## src/apc_pkg.sv

```systemverilog
// Shared types, codes and constants of the alert pattern controller.
`timescale 1ns / 1ps

package apc_pkg;

	// Number of alert states with a pattern word of their own.
	localparam int ALERT_STATES = 4;
	localparam int STATE_IDX_W  = (ALERT_STATES > 1) ? $clog2(ALERT_STATES) : 1;

	// Field widths of one command transfer.
	localparam int KIND_W   = 3;
	localparam int STATE_W  = 3;
	localparam int MODE_W   = 3;
	localparam int LEVEL_W  = 8;
	localparam int TONE_W   = 16;
	localparam int MS_W     = 16;

	// Configuration port.
	localparam int CFG_IDX_W = 8;
	localparam int WORD_W    = 61;
	localparam int LED_CNT_W = 10;

	// Command kinds.
	typedef enum logic [KIND_W-1:0] {
		KIND_TICK     = 3'd0,
		KIND_TRIGGER  = 3'd1,
		KIND_LED_MODE = 3'd2,
		KIND_MOTOR    = 3'd3,
		KIND_BUZZER   = 3'd4,
		KIND_STOP     = 3'd5
	} kind_t;

	// LED modes; codes 5 to 7 carry no meaning.
	localparam logic [MODE_W-1:0] LED_OFF       = 3'd0;
	localparam logic [MODE_W-1:0] LED_SOLID     = 3'd1;
	localparam logic [MODE_W-1:0] LED_SLOW      = 3'd2;
	localparam logic [MODE_W-1:0] LED_FAST      = 3'd3;
	localparam logic [MODE_W-1:0] LED_HEARTBEAT = 3'd4;

	// Blink periods in ticks.
	localparam logic [LED_CNT_W-1:0] SLOW_MS      = 10'd1000;
	localparam logic [LED_CNT_W-1:0] FAST_MS      = 10'd250;
	localparam logic [LED_CNT_W-1:0] PULSE_ON_MS  = 10'd100;
	localparam logic [LED_CNT_W-1:0] PULSE_OFF_MS = 10'd900;

	// Layout of one packed alert pattern word.
	typedef struct packed {
		logic [MS_W-1:0]   buz_ms;
		logic [TONE_W-1:0] tone;
		logic              buz_en;
		logic [MS_W-1:0]   vib_ms;
		logic [6:0]        vib_level;
		logic              vib_en;
		logic [MODE_W-1:0] led_mode;
		logic              led_en;
	} alert_word_t;

	// Reset contents of the pattern words, state 0 first.
	localparam logic [WORD_W-1:0] WORD_RESET [4] = '{
		61'd3, 61'd5, 61'd820821, 61'd17594333798550679
	};

	// Step command for the LED unit.
	typedef struct packed {
		logic              tick;
		logic              start;
		logic [MODE_W-1:0] mode;
	} led_cmd_t;

	// Step command for a motor or buzzer timer.
	typedef struct packed {
		logic            tick;
		logic            start;
		logic            on;
		logic [MS_W-1:0] ms;
	} tmr_cmd_t;

endpackage

```

## src/apc_cmd_if.sv

```systemverilog
// Command channel: ticks and commands with their payload fields.
`timescale 1ns / 1ps

interface apc_cmd_if;
	logic                         valid;
	logic                         ready;
	logic [apc_pkg::KIND_W-1:0]   kind;
	logic [apc_pkg::STATE_W-1:0]  alert_state;
	logic [apc_pkg::MODE_W-1:0]   led_mode;
	logic [apc_pkg::LEVEL_W-1:0]  motor_level;
	logic [apc_pkg::TONE_W-1:0]   tone_hz;
	logic [apc_pkg::MS_W-1:0]     run_ms;

	modport source (output valid, kind, alert_state, led_mode, motor_level, tone_hz, run_ms,
		input ready);
	modport sink (input valid, kind, alert_state, led_mode, motor_level, tone_hz, run_ms,
		output ready);
endinterface

```

## src/apc_pin_if.sv

```systemverilog
// Result channel: the three pin levels after each command transfer.
`timescale 1ns / 1ps

interface apc_pin_if;
	logic valid;
	logic ready;
	logic led_on;
	logic motor_on;
	logic buzzer_on;

	modport source (output valid, led_on, motor_on, buzzer_on, input ready);
	modport sink (input valid, led_on, motor_on, buzzer_on, output ready);
endinterface

```

## src/apc_cfg_if.sv

```systemverilog
// Configuration write channel: register index and write data.
`timescale 1ns / 1ps

interface apc_cfg_if;
	logic                           valid;
	logic                           ready;
	logic [apc_pkg::CFG_IDX_W-1:0]  index;
	logic [apc_pkg::WORD_W-1:0]     data;

	modport source (output valid, index, data, input ready);
	modport sink (input valid, index, data, output ready);
endinterface

```

## src/apc_led.sv

```systemverilog
// LED unit: mode register, blink countdown and pin level.
`timescale 1ns / 1ps

module apc_led (
	input  logic              clk,
	input  logic              arst_n,
	input  apc_pkg::led_cmd_t cmd,
	output logic              led_on
);
	import apc_pkg::*;

	logic                 level_q, level_d;
	logic [MODE_W-1:0]    mode_q, mode_d;
	logic [LED_CNT_W-1:0] cnt_q, cnt_d;

	always_comb begin
		level_d = level_q;
		mode_d  = mode_q;
		cnt_d   = cnt_q;
		if (cmd.start) begin
			mode_d = cmd.mode;
			cnt_d  = '0;
			case (cmd.mode) inside
				LED_OFF:                 level_d = 1'b0;
				LED_SOLID:               level_d = 1'b1;
				LED_SLOW, LED_HEARTBEAT: begin
					level_d = 1'b1;
					cnt_d   = SLOW_MS;
				end
				LED_FAST: begin
					level_d = 1'b1;
					cnt_d   = FAST_MS;
				end
				default:                 level_d = level_q;
			endcase
		end else if (cmd.tick && cnt_q != '0) begin
			cnt_d = cnt_q - 1'b1;
			if (cnt_q == LED_CNT_W'(1)) begin
				// Countdown expires: toggle and reload for the next phase.
				level_d = ~level_q;
				case (mode_q)
					LED_SLOW:      cnt_d = SLOW_MS;
					LED_FAST:      cnt_d = FAST_MS;
					LED_HEARTBEAT: cnt_d = level_d ? PULSE_ON_MS : PULSE_OFF_MS;
					default:       cnt_d = '0;
				endcase
			end
		end
	end

	always_ff @(posedge clk or negedge arst_n) begin
		if (!arst_n) begin
			level_q <= 1'b0;
			mode_q  <= LED_OFF;
			cnt_q   <= '0;
		end else begin
			level_q <= level_d;
			mode_q  <= mode_d;
			cnt_q   <= cnt_d;
		end
	end

	assign led_on = level_q;

endmodule

```

## src/apc_timer.sv

```systemverilog
// Run timer for the motor or the buzzer: enable level and stop countdown.
`timescale 1ns / 1ps

module apc_timer (
	input  logic              clk,
	input  logic              arst_n,
	input  apc_pkg::tmr_cmd_t cmd,
	output logic              level
);
	import apc_pkg::*;

	logic            level_q, level_d;
	logic [MS_W-1:0] cnt_q, cnt_d;

	always_comb begin
		level_d = level_q;
		cnt_d   = cnt_q;
		if (cmd.start) begin
			level_d = cmd.on;
			cnt_d   = cmd.ms;
		end else if (cmd.tick && cnt_q != '0) begin
			cnt_d = cnt_q - 1'b1;
			if (cnt_q == MS_W'(1)) begin
				level_d = 1'b0;
			end
		end
	end

	always_ff @(posedge clk or negedge arst_n) begin
		if (!arst_n) begin
			level_q <= 1'b0;
			cnt_q   <= '0;
		end else begin
			level_q <= level_d;
			cnt_q   <= cnt_d;
		end
	end

	assign level = level_q;

endmodule

```

## src/alert_pattern_controller_core.sv

```systemverilog
// Top level of the alert pattern controller: command decode, pattern words, pin results.
`timescale 1ns / 1ps
// A command passes the input register, then the pin state registers, which offer its result.
// Throughput: one command per cycle unless results stall; the input register and the pin state
// registers form the two stages, and the pin state registers double as the result register.
// Reset: pins off, LED in off mode, all countdowns clear, pattern words at their reset values.
// Configuration writes are always accepted and take effect at once.

module alert_pattern_controller_core (
	input  logic       clk,
	input  logic       arst_n,
	apc_cmd_if.sink    cmd,
	apc_pin_if.source  pins,
	apc_cfg_if.sink    cfg
);
	import apc_pkg::*;

	// Input register stage. A command sits here until the pin state can take it.
	logic                valid_s1;
	logic [KIND_W-1:0]   kind_s1;
	logic [STATE_W-1:0]  state_s1;
	logic [MODE_W-1:0]   mode_s1;
	logic [LEVEL_W-1:0]  level_s1;
	logic [TONE_W-1:0]   tone_s1;
	logic [MS_W-1:0]     ms_s1;

	// The pin state only changes when a command advances, and every advance also loads a
	// new result, so the state registers themselves hold the pending result payload.
	logic out_valid_q;
	logic advance;

	// Pattern words, one per alert state.
	logic [WORD_W-1:0] alert_word_q [ALERT_STATES];
	alert_word_t       word;
	logic              state_ok;

	led_cmd_t led_cmd;
	tmr_cmd_t motor_cmd;
	tmr_cmd_t buzzer_cmd;

	assign advance   = valid_s1 && (!out_valid_q || pins.ready);
	assign cmd.ready = !valid_s1 || advance;
	assign cfg.ready = 1'b1;

	always_ff @(posedge clk or negedge arst_n) begin
		if (!arst_n) begin
			valid_s1 <= 1'b0;
		end else if (cmd.ready) begin
			valid_s1 <= cmd.valid;
		end
	end

	always_ff @(posedge clk) begin
		if (cmd.ready && cmd.valid) begin
			kind_s1  <= cmd.kind;
			state_s1 <= cmd.alert_state;
			mode_s1  <= cmd.led_mode;
			level_s1 <= cmd.motor_level;
			tone_s1  <= cmd.tone_hz;
			ms_s1    <= cmd.run_ms;
		end
	end

	always_ff @(posedge clk or negedge arst_n) begin
		if (!arst_n) begin
			out_valid_q <= 1'b0;
		end else if (advance) begin
			out_valid_q <= 1'b1;
		end else if (pins.ready) begin
			out_valid_q <= 1'b0;
		end
	end

	// Pattern word registers; writes beyond the list of states are dropped.
	for (genvar i = 0; i < ALERT_STATES; i++) begin : g_word
		always_ff @(posedge clk or negedge arst_n) begin
			if (!arst_n) begin
				alert_word_q[i] <= WORD_RESET[i];
			end else if (cfg.valid && cfg.index == CFG_IDX_W'(i)) begin
				alert_word_q[i] <= cfg.data;
			end
		end
	end

	// States at or above the number of patterns leave the pins alone.
	assign state_ok = state_s1 < STATE_W'(ALERT_STATES);
	assign word     = alert_word_t'(alert_word_q[state_s1[STATE_IDX_W-1:0]]);

	// Command decode into steps for the LED unit and the two run timers.
	always_comb begin
		led_cmd    = '0;
		motor_cmd  = '0;
		buzzer_cmd = '0;
		if (advance) begin
			unique case (kind_t'(kind_s1))
				KIND_TICK: begin
					led_cmd.tick    = 1'b1;
					motor_cmd.tick  = 1'b1;
					buzzer_cmd.tick = 1'b1;
				end
				KIND_TRIGGER: begin
					if (state_ok) begin
						// A disabled part of the pattern stops that output.
						led_cmd.start    = 1'b1;
						led_cmd.mode     = word.led_en ? word.led_mode : LED_OFF;
						motor_cmd.start  = 1'b1;
						motor_cmd.on     = word.vib_en && (word.vib_level != '0);
						motor_cmd.ms     = word.vib_en ? word.vib_ms : '0;
						buzzer_cmd.start = 1'b1;
						buzzer_cmd.on    = word.buz_en && (word.tone != '0);
						buzzer_cmd.ms    = word.buz_en ? word.buz_ms : '0;
					end
				end
				KIND_LED_MODE: begin
					led_cmd.start = 1'b1;
					led_cmd.mode  = mode_s1;
				end
				KIND_MOTOR: begin
					motor_cmd.start = 1'b1;
					motor_cmd.on    = level_s1 != '0;
					motor_cmd.ms    = ms_s1;
				end
				KIND_BUZZER: begin
					buzzer_cmd.start = 1'b1;
					buzzer_cmd.on    = tone_s1 != '0;
					buzzer_cmd.ms    = ms_s1;
				end
				KIND_STOP: begin
					led_cmd.start    = 1'b1;
					led_cmd.mode     = LED_OFF;
					motor_cmd.start  = 1'b1;
					buzzer_cmd.start = 1'b1;
				end
				default: begin
					// Unused kinds only report the current pins.
				end
			endcase
		end
	end

	apc_led u_led (
		.clk    (clk),
		.arst_n (arst_n),
		.cmd    (led_cmd),
		.led_on (pins.led_on)
	);

	apc_timer u_motor (
		.clk    (clk),
		.arst_n (arst_n),
		.cmd    (motor_cmd),
		.level  (pins.motor_on)
	);

	apc_timer u_buzzer (
		.clk    (clk),
		.arst_n (arst_n),
		.cmd    (buzzer_cmd),
		.level  (pins.buzzer_on)
	);

	assign pins.valid = out_valid_q;

endmodule

```

## src/flat_wrapper.sv

```systemverilog
// flat-port wrapper written by rule: the top's interface ports become plain ports
module alert_pattern_controller_core_flat import apc_pkg::*;
  (clk, arst_n, cmd_valid, cmd_kind, cmd_alert_state, cmd_led_mode, cmd_motor_level, cmd_tone_hz, cmd_run_ms, cmd_ready, pins_valid, pins_led_on, pins_motor_on, pins_buzzer_on, pins_ready, cfg_valid, cfg_index, cfg_data, cfg_ready);
  apc_cmd_if cmd_i ();
  apc_pin_if pins_i ();
  apc_cfg_if cfg_i ();
  input  logic clk;
  input  logic arst_n;
  input wire logic [$bits(cmd_i.valid)-1:0] cmd_valid;
  input wire logic [$bits(cmd_i.kind)-1:0] cmd_kind;
  input wire logic [$bits(cmd_i.alert_state)-1:0] cmd_alert_state;
  input wire logic [$bits(cmd_i.led_mode)-1:0] cmd_led_mode;
  input wire logic [$bits(cmd_i.motor_level)-1:0] cmd_motor_level;
  input wire logic [$bits(cmd_i.tone_hz)-1:0] cmd_tone_hz;
  input wire logic [$bits(cmd_i.run_ms)-1:0] cmd_run_ms;
  output wire logic [$bits(cmd_i.ready)-1:0] cmd_ready;
  output wire logic [$bits(pins_i.valid)-1:0] pins_valid;
  output wire logic [$bits(pins_i.led_on)-1:0] pins_led_on;
  output wire logic [$bits(pins_i.motor_on)-1:0] pins_motor_on;
  output wire logic [$bits(pins_i.buzzer_on)-1:0] pins_buzzer_on;
  input wire logic [$bits(pins_i.ready)-1:0] pins_ready;
  input wire logic [$bits(cfg_i.valid)-1:0] cfg_valid;
  input wire logic [$bits(cfg_i.index)-1:0] cfg_index;
  input wire logic [$bits(cfg_i.data)-1:0] cfg_data;
  output wire logic [$bits(cfg_i.ready)-1:0] cfg_ready;
  assign cmd_i.valid = cmd_valid;
  assign cmd_i.kind = cmd_kind;
  assign cmd_i.alert_state = cmd_alert_state;
  assign cmd_i.led_mode = cmd_led_mode;
  assign cmd_i.motor_level = cmd_motor_level;
  assign cmd_i.tone_hz = cmd_tone_hz;
  assign cmd_i.run_ms = cmd_run_ms;
  assign cmd_ready = cmd_i.ready;
  assign pins_valid = pins_i.valid;
  assign pins_led_on = pins_i.led_on;
  assign pins_motor_on = pins_i.motor_on;
  assign pins_buzzer_on = pins_i.buzzer_on;
  assign pins_i.ready = pins_ready;
  assign cfg_i.valid = cfg_valid;
  assign cfg_i.index = cfg_index;
  assign cfg_i.data = cfg_data;
  assign cfg_ready = cfg_i.ready;
  alert_pattern_controller_core u_core (.clk(clk), .arst_n(arst_n), .cmd(cmd_i), .pins(pins_i), .cfg(cfg_i));
endmodule
```

## config.mk

```make
export PLATFORM = sky130hd
export DESIGN_NAME = alert_pattern_controller_core_flat
export DESIGN_NICKNAME = d
export VERILOG_FILES = /design/src/apc_pkg.sv /design/src/apc_cmd_if.sv /design/src/apc_pin_if.sv /design/src/apc_cfg_if.sv /design/src/apc_led.sv /design/src/apc_timer.sv /design/src/alert_pattern_controller_core.sv /design/src/flat_wrapper.sv
export SDC_FILE = /design/constraint.sdc
export NUM_CORES = 1
export LEC_CHECK = 0
export ABC_AREA = 1
export BUFFER_PORTS_ARGS = -buffer_cell sky130_fd_sc_hd__buf_4
export CORE_MARGIN = 4
export CORE_UTILIZATION = 45
export CTS_CLUSTER_DIAMETER = 50
export DETAILED_ROUTE_END_ITERATION = 10
export PLACE_DENSITY = 0.65
export SLEW_MARGIN = 40
export SYNTH_ARGS = -nofsm -noshare
export SYNTH_HDL_FRONTEND = slang
export SYNTH_SLANG_ARGS = --single-unit
```

## constraint.sdc

```tcl
create_clock -name clk -period 1.88 [get_ports clk]
set_input_delay 0.564 -clock clk [delete_from_list [all_inputs] [get_ports clk]]
set_output_delay 0.564 -clock clk [all_outputs]
set_load 0.01 [all_outputs]
```

## Yosys cells after proc, flatten, opt, wreduce, memory -nomap -nowiden

Index checks and enable logic that the tools add are counted.
W data, S select, Z words.

- Register bits: 343
- Input port bits: 123
- Output and inout port bits: 6

- Add/sub/neg operators: 3
- Order comparisons: 2
- Equality and inequality tests: 19
- Mux-type cells: 46
- Bitwise operators: 2
- Reduce and logical (&&, ||, !) cells: 38

Operator list:

| operator | count |
|---|---|
| $bmux W61 S2 | 1 |
| $mux W61 | 2 |
| $mux W16 | 6 |
| $mux W10 | 7 |
| $pmux W17 S2 | 2 |
| $reduce_bool A16 Y1 | 4 |
| $mux W19 | 2 |
| $mux W18 | 2 |
| $eq A16 B1 Y1 const B | 2 |
| $sub A16 B1 Y16 const B | 2 |
| $pmux W10 S3 | 1 |
| $eq A3 B2 Y1 const B | 6 |
| $eq A8 B2 Y1 const B | 2 |
| $mux W1 | 16 |
| $reduce_bool A2 Y1 | 7 |
| $eq A3 B3 Y1 const B | 4 |
| $pmux W4 S3 | 1 |
| $logic_and A1 B1 Y1 | 11 |
| $eq A10 B1 Y1 const B | 1 |
| $reduce_bool A10 Y1 | 1 |
| $sub A10 B1 Y10 const B | 1 |
| $eq A8 B1 Y1 const B | 1 |
| $logic_not A8 Y1 | 1 |
| $mux W8 | 1 |
| other kinds (18) | 26 |

## Longest topological paths before layout

Gate-level depths: netlist (run 1).

- Word-level depth: 14
- Gate-level depth with buffers: 13

## Hierarchy

A second synthesis (run 1) with hierarchy kept.

- Cell total of the unflattened synthesis: 1,915
- Area, all modules: 16,593.4 um^2

Modules (own cells, without submodules):

| module | times used | cells each | area each (um^2) | seq. area each (um^2) |
|---|---|---|---|---|
| alert_pattern_controller_core | 1 | 1,385 | 12,834.8 | 7,676.1 |
| apc_timer | 2 | 181 | 1,321.3 | 425.4 |
| apc_led | 1 | 168 | 1,116.1 | 350.3 |

## Worst setup path before layout (run 1)

OpenSTA, ideal clock, no wires.

- Kind: input port to flip-flop
- Start: input pins_ready
- End: register u_core.kind_s1[0] (enable)
- Arrival time: 1.794 ns
- Data required time: 1.477 ns
- Setup slack: -0.317 ns
- Cell stages on the path: 4
- Buffers on the path: 0
- Cell sequence: inv_1 nand3_1 nand2_1 inv_1

- Cells in the longest elaborated chain, start to end: 4

Ends and longest elaborated chain:

| element | RTL line | RTL |
|---|---|---|
| start: declaration | flat_wrapper.sv:21 | `input wire logic [$bits(pins_i.ready)-1:0] pins_ready;` |
| $logic_or A1 B1 Y1 | alert_pattern_controller_core.sv:41 | `assign advance = valid_s1 && (!out_valid_q \|\| pins.ready);` |
| $logic_and A1 B1 Y1 | alert_pattern_controller_core.sv:41 |  |
| $logic_or A1 B1 Y1 | alert_pattern_controller_core.sv:42 | `assign cmd.ready = !valid_s1 \|\| advance;` |
| via cmd_ready | flat_wrapper.sv:16 | `output wire logic [$bits(cmd_i.ready)-1:0] cmd_ready;` |
| $logic_and A1 B1 Y1 | alert_pattern_controller_core.sv:54 | `if (cmd.ready && cmd.valid) begin` |
| end signal: assignment | alert_pattern_controller_core.sv:55 | `kind_s1 <= cmd.kind;` |
| end: declaration | alert_pattern_controller_core.sv:20 | `logic [KIND_W-1:0] kind_s1;` |

The timed path passes the listed nets, and every way through them passes these cells.
A chain may end at the register's enable or synchronous reset.

## Worst setup path in the final report (run 1)

- Start: register u_core.kind_s1[1]
- End: register u_core.u_buzzer.cnt_q[15]

- Cells in the longest elaborated chain, start to end: 5
- Elaborated cells on any way between the ends: 12
- Classes of those cells: 3 x eq/ne; 5 x mux; 4 x reduce/logical

Ends and longest elaborated chain:

| element | RTL line | RTL |
|---|---|---|
| $eq A3 B3 Y1 or $logic_not A3 Y1 (tied branches) | alert_pattern_controller_core.sv:95 | `unique case (kind_t'(kind_s1))` |
| $reduce_or A2 Y1 (no source line) or $mux W1 (tied branches) | n/a |  |
| $pmux W1 S2 or $mux W19 (tied branches) | alert_pattern_controller_core.sv:95, alert_pattern_controller_core.sv:94 |  |
| $mux W19 * | alert_pattern_controller_core.sv:94 | `if (advance) begin` |
| $mux W16 or $reduce_bool A2 Y1 (tied branches) | n/a |  |
| end signal: assignment | apc_timer.sv:35 | `cnt_q <= cnt_d;` |
| end: declaration | apc_timer.sv:13 | `logic [MS_W-1:0] cnt_q, cnt_d;` |

Mark *: on every way between the ends. The rest lies on a longest branch, timed or not.

==> metrics, run 1 <==
status=finished clean; Port Buffers=127; Final nets=2189; DIE AREA=0.0383 mm2; Setup Skew=0.0137 ns; RePlAce Congestion=0.897; final hold violation count=0; CP max FO=15; sequential share of power=43.9%; Detailed Routing Iterations Pass 1=5; CTS Buf Count=40; # IOs=129; Setup TNS Final=0 ns; Avg Inst Size Synth=8.49 um2; Util after Layout=56.8%; dpl hpwl=28.4 mm; die width=196 um; commonest register cell after synthesis=dfrtp_1; minimum clock period=1.84 ns; number of synthesized register bits=343; vias per inst=5.17; HP Class=primary input to register; reg-to-reg slack, setup=0.04 ns; clock sink count=343; critical-path cell list=nor2_2 -> nand2_1 -> nor2_4 -> buf_12 -> nand2_2 -> buf_12 -> o22ai_1 -> nand2_1 -> nand2_1 -> nand2_1 -> nand2_1; worst flop-to-flop path endpoint=u_core.u_buzzer.cnt_q[15]$_DFFE_PN0P_; sequential fraction of the synthesis area=56.0%; DRC viols=0; Fmax=544 MHz; global route overflow=0; antenna violations before repair=0; area delta synth->final=24.1%; initial core utilization=45.8%; detailed-route via count=13200; Power Dens Cells=1040 mW/mm2; CP endpoint kind=register; maxcap violations=0; most frequent cells in the layout=544 x nand2_1, 292 x o21ai_0, 254 x dfrtp_1, 211 x buf_4, 157 x inv_1; Power, Total=20.4 mW; Mapped Cells=1869; Placed Cells=2468; layout cell share with drive strength beyond 1=19.9%; Switching Fraction=28.8%; Synth area leader=dfrtp_1; combinational power share=19.0%; top post-synthesis cells by area=dfrtp_1 40%, nand2_1 13%, edfxtp_1 9.3%; iteration-0 DRC count of the detailed router=1016; worst r2r path cells=11; CTS tree=yes; root buf cell=clkbuf_16; core area=0.0346 mm2; H-tree lvl count=2; WP data arrival=2.32 ns; Die Ht=196 um; fillers=3120; RSZ-0062 raised after global routing=true; pre-CTS setup slack=-0.0886 ns; leading cell type in the layout, fill and taps excluded=nand2_1; top-area cell type share of the netlist area=40.2%; min-delay src=cmd_run_ms[12]; detailed-route wire length per cell=16.3 um; critical path launch point type=register; critical path class=register to register; vias in the first global route=13000; largest net degree at the start of global routing=58; Rows=68; final std cells w/o fill=2547; EDFF count, synth=49; Area after DPL=0.0181 mm2; Hold EP=u_core.ms_s1[12]$_DFFE_PP_; Post-DRT Antenna Nets=0; WP data required=2.36 ns; Tcrit/Tclk final=97.8%; Max stage delay on crit path=0.43 ns; first-pass GRT wire length=67.8 mm; Internal=14.5 mW; n_diodes=0; final instance area=0.0197 mm2; worst flop-to-flop path startpoint=u_core.kind_s1[1]$_DFFE_PP_; Net Sw Power=5.88 mW; deepest clock path buffer count=3; Setup WS post-layout=0.0423 ns; Worst-path clk slew=0.06 ns; P_leak=9.24 nW; final wirelength=41.5 mm; Cell variety after synth=49; CP most frequent cell=nand2_1; Total GRT Usage=21.6%; synth warn=0; slowest CP cell=edfxtp_1; syn nets=1998; Mapped Area=0.0159 mm2; ys async rst share=85.7%; Final Hold Slack=0.198 ns; WHS Path Cells=1; peak supply drop=0.000891 V; Worst-Skew Late Latency=0.54 ns; Clock power frac=37.1%; Final Setup Violations=0; Slew Limit Fails=0
-- repair_timing --
| item | 4_1_cts | 5_1_grt |
|---|---|---|
| hold endpoints to repair | 31 | 0 |
| pin swaps | 0 | 14 |
| buffers inserted | 0 | 3 |
| hold buffers | 1 | 0 |
| setup endpoints to repair | 21 | 40 |
| cloned | 1 | 0 |
| gates resized for setup | 7 | 39 |
-- synth_stat cells, types with 3 or more instances --
master	n
nor2_1	119
nand2_1	558
nand3_1	97
inv_2	6
nand2_2	7
xor2_1	10
buf_2	39
dfrtp_1	255
nand4_1	18
a31oi_1	12
buf_4	8
inv_1	161
nand2_4	3
edfxtp_1	49
o21ai_0	293
buf_1	4
nor3_1	13
dfstp_2	39
clkbuf_1	37
o22a_1	8
o211ai_1	3
ha_1	6
nor2_4	5
nor4_1	12
o21ai_1	7
a21oi_1	20
nor2_2	6
a22oi_1	8
nand3b_1	5
o22ai_1	32
buf_6	6
-- worst max-delay path: cells and delay by family (launching register included) --
kind	cells	cell delay (ns)
AOI/OAI and AO/OA	1	0.22
buffers and inverters	2	0.31
DFF	1	0.43
and+or+nand+nor	8	0.81
-- cells by family (layout without fill, tap and decap cells) --
family,count (synthesis),in the layout,share of synthesized area [%]
and+or+nand+nor,852,852,22.5
AOI/OAI and AO/OA,392,392,13.3
DFF,343,343,56.0
buffers and inverters,263,486,7.02
xor gates and xnor gates,12,12,0.663
adders and majority gates,6,6,0.473
other,1,1,0.0236
-- layer usage --
layer  wire length, um  global-route usage (%)
met1             18400                    30.1
met5                 0                       0
met4              1040                    6.08
met2             19500                    34.6
met3              2520                    4.33
-- state kept, by name, indices dropped and copies added (netlist names) --
register               cells
u_core.u_buzzer.cnt_q     16
u_core.u_led.led_on        1
u_core.alert_word_q      244
u_core.tone_s1            16
u_core.ms_s1              16
u_core.state_s1            3
u_core.kind_s1             3
u_core.valid_s1            1
u_core.pins.valid          1
u_core.u_led.mode_q        3
u_core.mode_s1             3
u_core.u_motor.level       1
u_core.level_s1            8
u_core.u_motor.cnt_q      16
u_core.u_led.cnt_q        10
u_core.u_buzzer.level      1
-- area by class of cell --
cell class | instances | area (um2) | area share (%)
Tap cell | 455 | 569 | 2.89
Clock inverter | 16 | 140 | 0.712
Timing Repair Buffer | 243 | 2210 | 11.2
Sequential cell | 343 | 8880 | 45.1
Multi-Input combinational cell | 1263 | 6070 | 30.9
Clock buffer | 58 | 1160 | 5.90
Inverter | 169 | 648 | 3.29
-- power groups by stage --
| stage | registers, mW | clock network, mW | logic, mW |
|---|---|---|---|
| floorplan | 8.96 | 0 | 2.25 |
| global placement | 9.03 | 0 | 3.66 |
| detailed placement | 9.05 | 0 | 3.72 |
| CTS | 8.93 | 7.73 | 3.77 |
| global route | 9.05 | 8.08 | 4.40 |
| finish | 8.96 | 7.57 | 3.87 |
-- how the worst max path moves through the flow --
| stage | to | slack [ns] | cells after the start | start |
|---|---|---|---|---|
| global placement | u_core.u_led.cnt_q[3]$_DFFE_PN0P_ | -0.06 | 11 | pins_ready |
| CTS | u_core.u_buzzer.cnt_q[9]$_DFFE_PN0P_ | 0.007 | 9 | u_core.kind_s1[0]$_DFFE_PP_ |
| finish | u_core.u_buzzer.cnt_q[15]$_DFFE_PN0P_ | 0.04 | 11 | u_core.kind_s1[1]$_DFFE_PP_ |
| floorplan | u_core.kind_s1[0]$_DFFE_PP_ | 0.02 | 4 | pins_ready |
| detailed placement | u_core.u_motor.cnt_q[9]$_DFFE_PN0P_ | -0.09 | 10 | pins_ready |
| global route | u_core.u_motor.level$_DFFE_PN0P_ | -0.04 | 12 | u_core.state_s1[0]$_DFFE_PP_ |
Power figures use the tool's default switching activity.
==> run 2: changes to the inputs <==
--- a/config.mk
+++ b/config.mk
@@ -7,11 +7,11 @@
 export LEC_CHECK = 0
 export ABC_AREA = 1
 export BUFFER_PORTS_ARGS = -buffer_cell sky130_fd_sc_hd__buf_4
+export CORE_ASPECT_RATIO = 0.8
 export CORE_MARGIN = 4
 export CORE_UTILIZATION = 45
 export CTS_CLUSTER_DIAMETER = 50
 export DETAILED_ROUTE_END_ITERATION = 10
-export PLACE_DENSITY = 0.65
 export SLEW_MARGIN = 40
 export SYNTH_ARGS = -nofsm -noshare
 export SYNTH_HDL_FRONTEND = slang
==> constraint.sdc (replaced) <==
create_clock -name clk -period 2.3 [get_ports clk]
set_input_delay 0.69 -clock clk [delete_from_list [all_inputs] [get_ports clk]]
set_output_delay 0.69 -clock clk [all_outputs]
set_load 0.01 [all_outputs]
==> metrics, run 2 (synthesis gave the netlist of run 1 again) <==
critical path launch point type=register; Placed Cells=2415 (-2.1%); register with the most flip-flops=u_core.alert_word_q; global route overflow=0 (unchanged); Crit. path cell count=6 (-5); slowest CP cell=edfxtp_1; deepest clock path buffer count=3 (unchanged); Slew Limit Fails=0 (unchanged); Power, Total=16.0 mW (-22%); Detailed Routing Iterations Pass 1=5 (unchanged); H-tree lvl count=2 (unchanged); final std cells w/o fill=2487 (-2.4%); leading cell type in the layout, fill and taps excluded=nand2_1; grt met3 use=3.60% (-0.73 points); CTS Buf Count=39 (-2.5%); post-CTS resize count=0 (-7); maxcap violations=0 (unchanged); Fmax=492 MHz (-9.6%); vias per inst=5.16 (-0.22%); Die Ht=176 um (-10%); # hold bufs at CTS=0 (-1); Port Buffers=127 (unchanged); crit path from=u_core.kind_s1[1]$_DFFE_PP_; detailed-route wire length per cell=16.3 um (+0.36%); HP Class=primary input to async pin; status=finished clean; Setup Skew=0.0167 ns (+0.00307 ns); RSZ-0062 raised after global routing=false; Global Route met1 Usage=31.5% (+1.4 points); antenna violations before repair=0 (unchanged); largest net degree at the start of global routing=123 (+110%); RePlAce Congestion=0.856 (-4.6%); worst-margin pin slew=0.528 ns; initial core utilization=45.7% (-0.13 points); worst flop-to-flop path endpoint=u_core.u_buzzer.cnt_q[13]$_DFFE_PN0P_; P_leak=8.74 nW (-5.3%); CTS tree=yes; minimum clock period=2.03 ns (+0.195 ns); reg-to-reg slack, setup=0.27 ns (+0.23 ns); n_diodes=0 (unchanged); critical-path cell list=or2_4 -> nor2_1 -> inv_1 -> o22ai_1 -> nand2_1 -> a31oi_1; Power Dens Cells=854 mW/mm2 (-18%); relative slew slack=64.5%; critical path class=register to register; Area after DPL=0.0175 mm2 (-3.6%); CP top delay family=simple AND/OR/NAND/NOR gates; Worst-Skew Late Latency=0.54 ns (about the same); iteration-0 DRC count of the detailed router=1060 (+4.3%); detailed-route via count=12800 (-2.6%); root buf cell=clkbuf_16; area delta synth->final=17.9%; layout cell share with drive strength beyond 1=15.4% (-4.5 points); Total GRT Usage=21.6% (about the same); clock sink count=343 (unchanged); WP data required=2.75 ns (+0.39 ns); first-pass GRT wire length=67.3 mm (-0.82%); DRC viols=0 (unchanged); most frequent cells in the layout=554 x nand2_1, 293 x o21ai_0, 255 x dfrtp_1, 160 x inv_1, 151 x buf_4; max reg flops=244 (unchanged); worst r2r path cells=6 (-5); CP bufs+invs=1 (-1); final wirelength=40.6 mm (-2.0%); Worst-path clk slew=0.06 ns (about the same); GRT Max-Usage Layer=met2; Final nets=2113 (-3.5%); Max stage delay on crit path=0.48 ns (+0.05 ns); dpl hpwl=27.2 mm (-4.3%); vias in the first global route=12800 (-1.2%); final hold violation count=0 (unchanged); Post-DRT Antenna Nets=0 (unchanged); post-CTS setup buffers=0 (unchanged); peak supply drop=0.000511 V (-43%); crit path capture=u_core.u_buzzer.cnt_q[13]$_DFFE_PN0P_; Final Hold Slack=0.0451 ns (-0.152 ns); worst flop-to-flop path startpoint=u_core.kind_s1[1]$_DFFE_PP_; # IOs=129 (unchanged); WP data arrival=2.48 ns (+0.16 ns); core area=0.0347 mm2 (+0.29%); Setup TNS Final=0 ns (unchanged); final instance area=0.0187 mm2 (-4.9%); met2 GRT Util=33.9% (-0.78 points); CP endpoint kind=register; DIE AREA=0.0383 mm2 (about the same); die width=218 um (+11%); Final Setup Violations=0 (unchanged); CP max FO=16 (+1); Rows=61 (-10%); Tcrit/Tclk final=88.4% (-9.4 points)
==> run 2: changes by cell type in the layout (fill, tap and decap cells not counted), sizes merged <==
cell / previous run / this run
buf: 241 / 168
clkinv: 10 / 8
clkinvlp: 3 / 5
bufbuf: 1 / 0
bufinv: 1 / 0
clkbuf: 58 / 57
dlygate4sd3: 1 / 0
==> run 2: worst min-delay path by stage <==
| stage | from | endpoint | slack [ns] | depth (start not counted) |
|---|---|---|---|---|
| final | arst_n | u_core.alert_word_q[132]$_DFFE_PN0P_ | 0.05 | 1 |
| after global routing | arst_n | u_core.alert_word_q[132]$_DFFE_PN0P_ | 0.05 | 1 |
| after floorplan | arst_n | u_core.alert_word_q[100]$_DFFE_PN0P_ | 0.39 | 0 |
| after global placement | u_core.alert_word_q[68]$_DFFE_PN0P_ | u_core.alert_word_q[68]$_DFFE_PN0P_ | 0.46 | 2 |
| after CTS | arst_n | u_core.alert_word_q[132]$_DFFE_PN0P_ | 0.04 | 1 |
| after detailed placement | u_core.alert_word_q[40]$_DFFE_PN1P_ | u_core.alert_word_q[40]$_DFFE_PN1P_ | 0.47 | 2 |
==> run 2: through the flow <==
step,util [%],setup slack [ns]
floorplan,-,0.164
global placement,50.3,0.177
detailed placement,50.3,0.0818
CTS,53.9,0.291
global route,53.9,0.0746
finish,53.9,0.268
==> run 2: cell type report <==
type / instances / area (um2)
clock buffer: 57 / 1120
clock inverter: 15 / 106
fill: 3209 / 16000
inverter: 169 / 641
multi-input combinational: 1263 / 5900
sequential: 343 / 8880
tap: 472 / 591
timing repair buffer: 168 / 1470
==> run 2: per-layer routing <==
metal | up-vias | wire [um]
met5 | - | 0
met4 | 0 | 863
met3 | 63 | 2220
met2 | 325 | 18200
met1 | 6106 | 19300
li1 | 6336 | -
==> run 2: report_power, final <==
part | leakage [nW] | switching, mW | total, mW | internal (mW)
sequential | 4.29 | 0.499 | 7.33 | 6.83
combinational | 3.86 | 1.64 | 2.69 | 1.06
clock | 0.594 | 2.52 | 5.94 | 3.42
total | 8.74 | 4.66 | 16.0 | 11.3
